--- config.mk ---
export PLATFORM = sky130hd
export DESIGN_NAME = button_debounce_clock_setter
export DESIGN_NICKNAME = d
export VERILOG_FILES = /design/src/sv/bdcs_pkg.sv /design/src/sv/bdcs_debounce.sv /design/src/sv/button_debounce_clock_setter.sv
export SDC_FILE = /design/constraint.sdc
export NUM_CORES = 1
export LEC_CHECK = 0
export BUFFER_PORTS_ARGS = -buffer_cell sky130_fd_sc_hd__buf_2
export CORE_AREA = 2 2 103 115
export CTS_BUF_LIST = sky130_fd_sc_hd__clkbuf_8
export CTS_CLUSTER_SIZE = 40
export DETAILED_ROUTE_END_ITERATION = 7
export DIE_AREA = 0 0 105 117
export PLACE_DENSITY = 0.66
export SLEW_MARGIN = 40
export SYNTH_ARGS = -nofsm -noshare
export SYNTH_HDL_FRONTEND = slang
export SYNTH_SLANG_ARGS = --single-unit
--- constraint.sdc ---
create_clock -name clk -period 3.4 [get_ports clk]
set_input_delay 1.02 -clock clk [delete_from_list [all_inputs] [get_ports clk]]
set_output_delay 1.02 -clock clk [all_outputs]
set_load 0.03 [all_outputs]
--- src/sv/bdcs_pkg.sv ---
`default_nettype none

package bdcs_pkg;

  localparam int NUM_BUTTONS   = 4;
  localparam int HOUR_W        = 4;
  localparam int MINUTE_W      = 6;
  localparam int COUNT_W       = 8;
  localparam int IN_TDATA_W    = 8;
  localparam int OUT_TDATA_W   = 32;
  localparam int PADDR_W       = 3;
  localparam int PDATA_W       = 32;

  localparam logic [PADDR_W-1:0] ADDR_DEBOUNCE_RELOAD = 3'd0;

  localparam int BTN_HOUR   = 0;
  localparam int BTN_MINUTE = 1;
  localparam int BTN_ALARM  = 2;
  localparam int BTN_MODE   = 3;

  localparam logic [COUNT_W-1:0]  RELOAD_RESET = 8'd5;
  localparam logic [HOUR_W-1:0]   HOUR_RESET   = 4'd12;
  localparam logic [HOUR_W-1:0]   HOUR_ELEVEN  = 4'd11;
  localparam logic [HOUR_W-1:0]   HOUR_TWELVE  = 4'd12;
  localparam logic [HOUR_W-1:0]   HOUR_ONE     = 4'd1;
  localparam logic [MINUTE_W-1:0] MINUTE_LAST  = 6'd59;

  typedef struct packed {
    logic [HOUR_W-1:0]   hour;
    logic [MINUTE_W-1:0] minute;
    logic                pm;
  } time_t;

  function automatic time_t advance_hour(time_t t);
    time_t r;
    r = t;
    if (t.hour == HOUR_ELEVEN) begin
      r.hour = HOUR_TWELVE;
      r.pm   = ~t.pm;
    end else if (t.hour == HOUR_TWELVE) begin
      r.hour = HOUR_ONE;
    end else begin
      r.hour = t.hour + HOUR_W'(1);
    end
    return r;
  endfunction

  function automatic time_t advance_minute(time_t t);
    time_t r;
    r = t;
    if (t.minute == MINUTE_LAST) begin
      r        = advance_hour(t);
      r.minute = '0;
    end else begin
      r.minute = t.minute + MINUTE_W'(1);
    end
    return r;
  endfunction

endpackage

`default_nettype wire

--- src/sv/bdcs_debounce.sv ---
`default_nettype none

module bdcs_debounce (
  input  wire logic                            clk,
  input  wire logic                            rst,
  input  wire logic                            en,
  input  wire logic [bdcs_pkg::NUM_BUTTONS-1:0] buttons,
  input  wire logic [bdcs_pkg::COUNT_W-1:0]     reload,
  output logic      [bdcs_pkg::NUM_BUTTONS-1:0] fire
);
  import bdcs_pkg::*;

  logic [COUNT_W-1:0] count      [NUM_BUTTONS];
  logic [COUNT_W-1:0] count_next [NUM_BUTTONS];
  logic [COUNT_W-1:0] loaded     [NUM_BUTTONS];

  always_comb begin
    for (int i = 0; i < NUM_BUTTONS; i++) begin
      loaded[i] = buttons[i] ? reload : count[i];
      if (loaded[i] != '0) begin
        count_next[i] = loaded[i] - COUNT_W'(1);
      end else begin
        count_next[i] = '0;
      end
      fire[i] = (loaded[i] == COUNT_W'(1));
    end
  end

  always_ff @(posedge clk) begin
    if (rst) begin
      for (int i = 0; i < NUM_BUTTONS; i++) begin
        count[i] <= '0;
      end
    end else if (en) begin
      for (int i = 0; i < NUM_BUTTONS; i++) begin
        count[i] <= count_next[i];
      end
    end
  end

endmodule

`default_nettype wire

--- src/sv/button_debounce_clock_setter.sv ---
// Debounces four push buttons and uses the presses to set a 12-hour clock
// and an alarm time. Each request on the slave stream is one 10 ms tick
// carrying the raw button levels; every tick gives exactly one result with
// the clock and alarm state after that tick plus the press, redraw and
// clear-seconds pulses. One tick is taken per clock cycle unless the master
// stream holds the flow; each tick sits in the input register, and its result
// is presented on the master stream when the result register, which also
// holds the updated state, is loaded from it. The debounce
// reload value is set through the APB port at address 0 and should only be
// changed while no ticks are in flight.
`default_nettype none

module button_debounce_clock_setter (
  input  wire logic                             clk,
  input  wire logic                             rst,
  // s_tdata: buttons[3:0], zero padding above
  input  wire logic                             s_tvalid,
  output logic                                  s_tready,
  input  wire logic [bdcs_pkg::IN_TDATA_W-1:0]  s_tdata,
  // m_tdata: clock_hour[3:0], clock_minute[9:4], clock_pm[10],
  // alarm_hour[14:11], alarm_minute[20:15], alarm_pm[21],
  // alarm_enabled[22], edit_alarm_mode[23], press_seen[24], redraw[25],
  // clear_seconds[26], zero padding above
  output logic                                  m_tvalid,
  input  wire logic                             m_tready,
  output logic      [bdcs_pkg::OUT_TDATA_W-1:0] m_tdata,
  input  wire logic                             psel,
  input  wire logic                             penable,
  input  wire logic                             pwrite,
  input  wire logic [bdcs_pkg::PADDR_W-1:0]     paddr,
  input  wire logic [bdcs_pkg::PDATA_W-1:0]     pwdata,
  output logic      [bdcs_pkg::PDATA_W-1:0]     prdata,
  output logic                                  pready
);
  import bdcs_pkg::*;

  logic                   reload_hit;
  logic [COUNT_W-1:0]     debounce_reload;

  logic                   in_valid;
  logic [NUM_BUTTONS-1:0] in_buttons;
  logic                   out_ready;
  logic                   advance;
  logic [NUM_BUTTONS-1:0] fire;

  time_t                  clock_time;
  time_t                  alarm_time;
  logic                   alarm_on;
  logic                   edit_mode;

  time_t                  target;
  time_t                  after_hour;
  time_t                  target_next;
  time_t                  clock_time_next;
  time_t                  alarm_time_next;
  logic                   alarm_on_next;
  logic                   edit_mode_next;
  logic                   press_seen_next;
  logic                   redraw_next;
  logic                   clear_seconds_next;

  logic                   press_seen;
  logic                   redraw;
  logic                   clear_seconds;

  // configuration
  assign pready     = 1'b1;
  assign reload_hit = (paddr[PADDR_W-1:2] == ADDR_DEBOUNCE_RELOAD[PADDR_W-1:2]);
  assign prdata     = reload_hit ? PDATA_W'(debounce_reload) : '0;

  always_ff @(posedge clk) begin
    if (rst) begin
      debounce_reload <= RELOAD_RESET;
    end else if (psel && penable && pwrite && pready && reload_hit) begin
      debounce_reload <= pwdata[COUNT_W-1:0];
    end
  end

  // flow control
  assign out_ready = !m_tvalid || m_tready;
  assign advance   = in_valid && out_ready;
  assign s_tready  = !in_valid || out_ready;

  always_ff @(posedge clk) begin
    if (rst) begin
      in_valid <= 1'b0;
    end else if (s_tready) begin
      in_valid <= s_tvalid;
    end
  end

  always_ff @(posedge clk) begin
    if (s_tready && s_tvalid) begin
      in_buttons <= s_tdata[NUM_BUTTONS-1:0];
    end
  end

  bdcs_debounce u_debounce (
    .clk     (clk),
    .rst     (rst),
    .en      (advance),
    .buttons (in_buttons),
    .reload  (debounce_reload),
    .fire    (fire)
  );

  // presses on the hour and minute buttons act before the mode toggle
  always_comb begin
    target      = edit_mode ? alarm_time : clock_time;
    after_hour  = fire[BTN_HOUR] ? advance_hour(target) : target;
    target_next = fire[BTN_MINUTE] ? advance_minute(after_hour) : after_hour;

    clock_time_next = edit_mode ? clock_time : target_next;
    alarm_time_next = edit_mode ? target_next : alarm_time;
    alarm_on_next   = alarm_on ^ fire[BTN_ALARM];
    edit_mode_next  = edit_mode ^ fire[BTN_MODE];

    press_seen_next    = |fire;
    redraw_next        = fire[BTN_MODE];
    clear_seconds_next = (!edit_mode &&
                          (fire[BTN_HOUR] || fire[BTN_MINUTE] || fire[BTN_ALARM])) ||
                         (fire[BTN_MODE] && edit_mode);
  end

  always_ff @(posedge clk) begin
    if (rst) begin
      m_tvalid   <= 1'b0;
      clock_time <= '{hour: HOUR_RESET, minute: '0, pm: 1'b0};
      alarm_time <= '{hour: HOUR_RESET, minute: '0, pm: 1'b0};
      alarm_on   <= 1'b0;
      edit_mode  <= 1'b0;
    end else begin
      if (out_ready) begin
        m_tvalid <= in_valid;
      end
      if (advance) begin
        clock_time <= clock_time_next;
        alarm_time <= alarm_time_next;
        alarm_on   <= alarm_on_next;
        edit_mode  <= edit_mode_next;
      end
    end
  end

  always_ff @(posedge clk) begin
    if (advance) begin
      press_seen    <= press_seen_next;
      redraw        <= redraw_next;
      clear_seconds <= clear_seconds_next;
    end
  end

  assign m_tdata = {5'b0, clear_seconds, redraw, press_seen, edit_mode, alarm_on,
                    alarm_time.pm, alarm_time.minute, alarm_time.hour,
                    clock_time.pm, clock_time.minute, clock_time.hour};

endmodule

`default_nettype wire

======== Word-level counts from Yosys, hierarchy flattened ========
Memories as Yosys holds them, arrays and structs flattened.
Cells that the tools add are included.
operators by class
  add/sub/neg operators ................... 7
  bitwise logic cells ..................... 10
  mux-type cells .......................... 30
  reductions and logical operators ........ 22
  equality and inequality tests ........... 9
operators by type and width
  cell                                                                number
  8-bit two-way mux                                                   13
  11-bit two-way mux                                                  3
  8-bit by 1-bit == test with 1-bit output, second input constant     4
  8-bit nonzero test                                                  4
  8-bit by 1-bit subtractor with 8-bit output, second input constant  4
  4-bit two-way mux                                                   5
  4-bit == test, second input constant                                4
  4-bit by 1-bit adder with 4-bit output, second input constant       2
  1-bit two-way mux                                                   8
  1-bit logical AND                                                   7
  6-bit by 1-bit adder with 6-bit output, second input constant       1
  6-bit == test, second input constant                                1
  6-bit two-way mux                                                   1
  1-bit logical OR                                                    5
  1-bit inverter                                                      4
  1-bit bitwise OR                                                    4
  2-bit AND reduction                                                 2
  4-bit OR reduction                                                  1
  1-bit zero test                                                     3
  1-bit bitwise XOR                                                   2
word-level totals
  RAM bits ................................ 32
  word-level logic and storage cells ...... 94
  output and inout bits ................... 67
  flip-flop bits (word level) ............. 41
  memories kept ........................... 1
memory list
  memory            words  width  read ports  clocked after memory_dff  write ports  line                 source
  u_debounce.count  4      8      4           0                         4            bdcs_debounce.sv:13  logic [COUNT_W-1:0] count [NUM_BUTTONS];

======== Longest topological paths before layout ========
  depth after elaboration ................. 10
  gate-level depth with buffers ........... 13

======== Hierarchy ========
A second synthesis with hierarchy kept.
unflattened totals
  cell total of the unflattened synthesis .. 507
  area total of the unflattened synthesis .. 4843.4 sq um
by module, submodules not included
  module                        seq. area each (sq um)  cells an instance  area each (sq um)  times used
  bdcs_debounce                 960.9                   232                2497.4             1
  button_debounce_clock_setter  890.9                   275                2346.0             1

======== Least setup slack after synthesis ========
OpenSTA, ideal clock, no wires.
  path kind ............................... register to register
  start point ............................. reg in_buttons[0]
  end point ............................... reg clock_time, in the netlist m_tdata[10]
  buffers on the path ..................... 1
  setup slack ............................. 0.585 ns
  clock period less this slack ............ 2.815 ns
  stages on the path, launching flop included .. 13
  arrival time ............................ 2.724 ns
  setup time .............................. 0.091 ns
  required time ........................... 3.309 ns
  cell sequence ........................... edfxtp_1 buf_6 mux2i_1 inv_1 ha_1 o221ai_2 a211oi_1 or2_2 inv_1 ha_1 nand3_1 or4_4 a311oi_1
between the ends
  cells in the longest elaborated chain, start to end .. 7
RTL lines
  what                                                    line                                 source
  from (decl)                                             button_debounce_clock_setter.sv:41   logic [NUM_BUTTONS-1:0] in_buttons;
  from (signal assigned)                                  button_debounce_clock_setter.sv:94   in_buttons <= s_tdata[NUM_BUTTONS-1:0];
  8-bit two-way mux *                                     bdcs_debounce.sv:19                  loaded[i] = buttons[i] ? reload : count[i];
  8-bit by 1-bit == test with 1-bit output *              bdcs_debounce.sv:25                  fire[i] = (loaded[i] == COUNT_W'(1));
  11-bit two-way mux *                                    button_debounce_clock_setter.sv:110  after_hour = fire[BTN_HOUR] ? advance_hour(target) : target;
  4-bit == test / 1-bit inverter (equally long branches)  bdcs_pkg.sv:37, bdcs_pkg.sv:39
  1-bit two-way mux                                       bdcs_pkg.sv:37                       if (t.hour == HOUR_ELEVEN) begin
  1-bit two-way mux                                       bdcs_pkg.sv:51                       if (t.minute == MINUTE_LAST) begin
  11-bit two-way mux *                                    button_debounce_clock_setter.sv:111  target_next = fire[BTN_MINUTE] ? advance_minute(after_hour) : after_hour;
  to (signal assigned)                                    button_debounce_clock_setter.sv:128  clock_time <= '{hour: HOUR_RESET, minute: '0, pm: 1'b0};
  to (signal assigned)                                    button_debounce_clock_setter.sv:137  clock_time <= clock_time_next;
  to (decl)                                               button_debounce_clock_setter.sv:46   time_t clock_time;
Every way passes the cells marked *; elsewhere a longest branch is shown, timed or not.
A chain may end at the register's enable or synchronous reset.

======== Worst setup path in the final report ========
  start point ............................. reg in_buttons[0]
  end point ............................... reg alarm_time, in the netlist m_tdata[21]
between the ends
  cells in the longest elaborated chain, start to end .. 7
RTL lines
  what                                                    line                                 source
  8-bit two-way mux *                                     bdcs_debounce.sv:19
  8-bit by 1-bit == test with 1-bit output *              bdcs_debounce.sv:25
  11-bit two-way mux *                                    button_debounce_clock_setter.sv:110
  4-bit == test / 1-bit inverter (equally long branches)  bdcs_pkg.sv:37, bdcs_pkg.sv:39
  1-bit two-way mux                                       bdcs_pkg.sv:37
  1-bit two-way mux                                       bdcs_pkg.sv:51
  11-bit two-way mux *                                    button_debounce_clock_setter.sv:111
  to (signal assigned)                                    button_debounce_clock_setter.sv:129  alarm_time <= '{hour: HOUR_RESET, minute: '0, pm: 1'b0};
  to (signal assigned)                                    button_debounce_clock_setter.sv:138  alarm_time <= alarm_time_next;
  to (decl)                                               button_debounce_clock_setter.sv:47   time_t alarm_time;
Marked as above.

==> results.json <==
{
  "outcome": "completed",
  "via_per_inst": 5.25,
  "reg2reg_depth": 10,
  "r2r_slack_ns": 0.27,
  "fill_cells": 1064,
  "synth_top_family_by_area": "simple AND/OR/NAND/NOR gates",
  "internal_power_w": 0.00157,
  "clk_path_buf_depth": 2,
  "switching_share": 0.277,
  "power_frac_clock": 0.379,
  "yosysUniqueCellTypes": 58,
  "cts_resized": 0,
  "finalMaxSlewViolations": 0,
  "numCtsBuffers": 9,
  "tns_ns": 0,
  "root_buffer": "clkbuf_8",
  "rsz0062_at_grt": "no",
  "timing.final.crit_period_ns": 3.13,
  "async_flop_share": 0,
  "endpoint_kind": "register",
  "hold_class": "register to register",
  "antenna_found_initial": 0,
  "setup_violations": 0,
  "post-route-drc-count": 0,
  "die_y_microns": 117,
  "synth_edf_count": 39,
  "hp-start": "m_tdata[4]",
  "dieArea_sq_mm": 0.0123,
  "start_kind": "register",
  "gp_congestion": 0.866,
  "clk_pin_slew_worst_paths_ns": 0.08,
  "max_freq_mhz": 319,
  "avgSynthCellArea_sq_um": 9.33,
  "cts_setup_buffers": 0,
  "overflow": 0,
  "htreeDepth": 3,
  "reg2reg_from": "in_buttons[0]",
  "core_sq_mm": 0.0112,
  "area_growth_pct": 12.3,
  "ys_warn_count": 0,
  "place_hpwl_microns": 7900,
  "crit_path_start": "in_buttons[0]",
  "tritoncts": "done",
  "yosys-top-cells-count": "nor2_1, edfxtp_1, buf_4, mux2i_1, nand2_1",
  "worstPathArrival_ns": 3.38,
  "crit_required_ns": 3.65,
  "wl_per_cell_microns": 15.2,
  "synthSimpleGateAreaFrac": 0.200,
  "insertion_delay_ns": 0.35,
  "power.static_leakage_nw": 2.17,
  "power_frac_seq": 0.462,
  "min_path_cells": 2,
  "p_sw_w": 0.000604,
  "skew_ns": 0.0138,
  "relSlewSlack": 0.469,
  "irDropWorstVdd_mv": 0.230,
  "ys_ff_latch": 73,
  "synth_largest_area_cell": "edfxtp_1",
  "num_vias": 3741,
  "syn_inst": 504,
  "hold_violations": 0,
  "synth_area_sq_mm": 0.00470,
  "n_antenna_cell": 0,
  "drive_above_1_share": 0.204,
  "combPwrFrac": 0.159,
  "min_to": "m_tdata[4]",
  "cts-hold-fix-buffers": 0,
  "synthXorXnorAreaFrac": 0.0484,
  "dr.pass1.iters": 4,
  "critical_path_class": "register to register",
  "synth_ff_type": "edfxtp_1",
  "drt_iter0_drc": 187,
  "power.density_mw_per_mm2": 412,
  "grt_max_degree": 33,
  "synth_top_cells_by_area": "edfxtp_1, dfxtp_1, mux2i_1",
  "initial_core_util": 0.420,
  "cap_violations": 0,
  "grt_first_pass_wirelength_microns": 17400,
  "numClockSinks": 73,
  "yosysSeqAreaShare": 0.394,
  "dieWidth_microns": 105,
  "rr_endpoint": "m_tdata[21]",
  "grt_pass1_vias": 3453,
  "worst_pin_slew_ns": 0.796,
  "synthMuxAreaShare": 0.0889,
  "rows": 41,
  "yosysMostFrequentCell": "nor2_1",
  "timing.final.crit_share": 0.922,
  "antenna_left": 0,
  "critical_path.max_fanout": 9,
  "synth_top_area_frac": 0.249,
  "port_buffers": 56,
  "num-nets-final": 622,
  "pin_count": 117,
  "yosys.area_share.adder": 0.0373,
  "synth_compound_area_frac": 0.138,
  "finalPower_w": 0.00218,
  "finalWirelength_microns": 10900,
  "grt_usage": 0.179
}
## registers in the layout, indices dropped and copies added, names as in the netlist
name              flops
in_valid              1
in_buttons            4
clear_seconds         1
redraw                1
edit_mode             1
m_tvalid              1
alarm_on              1
u_debounce.count     32
press_seen            1
debounce_reload       8
m_tdata              22
## power groups by stage
stage          logic, W  registers (W)  clock network (W)
2_1_floorplan  0.000297        0.00102                  0
3_5_place_dp   0.000339        0.00103                  0
6_report       0.000346        0.00101           0.000825
4_1_cts        0.000341        0.00101           0.000834
3_3_place_gp   0.000333        0.00103                  0
5_1_grt        0.000381        0.00101           0.000878
## layer usage
layer,track usage,part of all wire,wire [microns],vias up
li1,-,-,-,1854
met1,0.229,0.45,4920,1757
met2,0.308,0.48,5270,115
met3,0.0321,0.044,480,15
met4,0.0667,0.018,200,0
met5,0,0,0,-
## per-stage QoR
stage	worst slack, ns	hold slack [ns]	utilization	instances	cell area [sq um]
2_1_floorplan	0.585	0.480	-	532	4810
3_3_place_gp	0.325	0.458	0.448	693	5010
3_5_place_dp	0.224	0.471	0.448	693	5010
4_1_cts	0.164	0.484	0.469	709	5250
5_1_grt	0.111	0.514	0.472	713	5280
6_report	0.266	0.486	0.472	713	5280
## how the worst max path moves through the flow
| stage | to | cells after the start | slack [ns] |
|---|---|---|---|
| after floorplan | m_tdata[10] | 12 | 0.59 |
| after global placement | m_tdata[21] | 10 | 0.32 |
| after detailed placement | m_tdata[21] | 10 | 0.22 |
| after CTS | m_tdata[21] | 11 | 0.16 |
| after global routing | m_tdata[10] | 10 | 0.11 |
| final | m_tdata[21] | 10 | 0.27 |
## worst max-delay path, stage by stage (launching register included)
cell and delay (ns):
edfxtp_1 0.55, buf_4 0.23, nor4_4 0.38, o221a_2 0.30, a21oi_1 0.10, or2_2 0.32, inv_1 0.11, ha_1 0.17
nand3_1 0.12, or4_4 0.50, a311oi_1 0.27
## final cells by class
class	instances	area [sq um]	area share
multi-input cells	383	2520	0.478
flip-flops and latches	73	1850	0.351
repair buffers	75	423	0.0801
well taps	150	188	0.0355
clock buffers	9	124	0.0235
clock inverters	7	111	0.0211
inverters	16	60.1	0.0114
## kinds of logic after synthesis
kind of cell | Yosys count
and+or+nand+nor | 178
AOI/OAI and AO/OA | 94
buffers and inverters | 76
DFF | 73
muxes | 41
xor gates and xnor gates | 26
adders and majority gates | 14
other | 2
## cells in the final DEF, fill, tap and decap left out, drive strengths merged, types with 11 or more instances in the layout
cell type	netlist	layout
nor2b	11	11
nand2	35	35
a21oi	30	30
nand3	14	14
xnor2	13	13
mux2i	35	35
dfxtp	34	34
edfxtp	39	39
nor3	20	20
buf	46	75
nor2	59	59
xor2	13	13
inv	16	18
o21ai	13	13
ha	14	14
conb	2	30
Note: power is estimated with default switching activity, not from simulation.
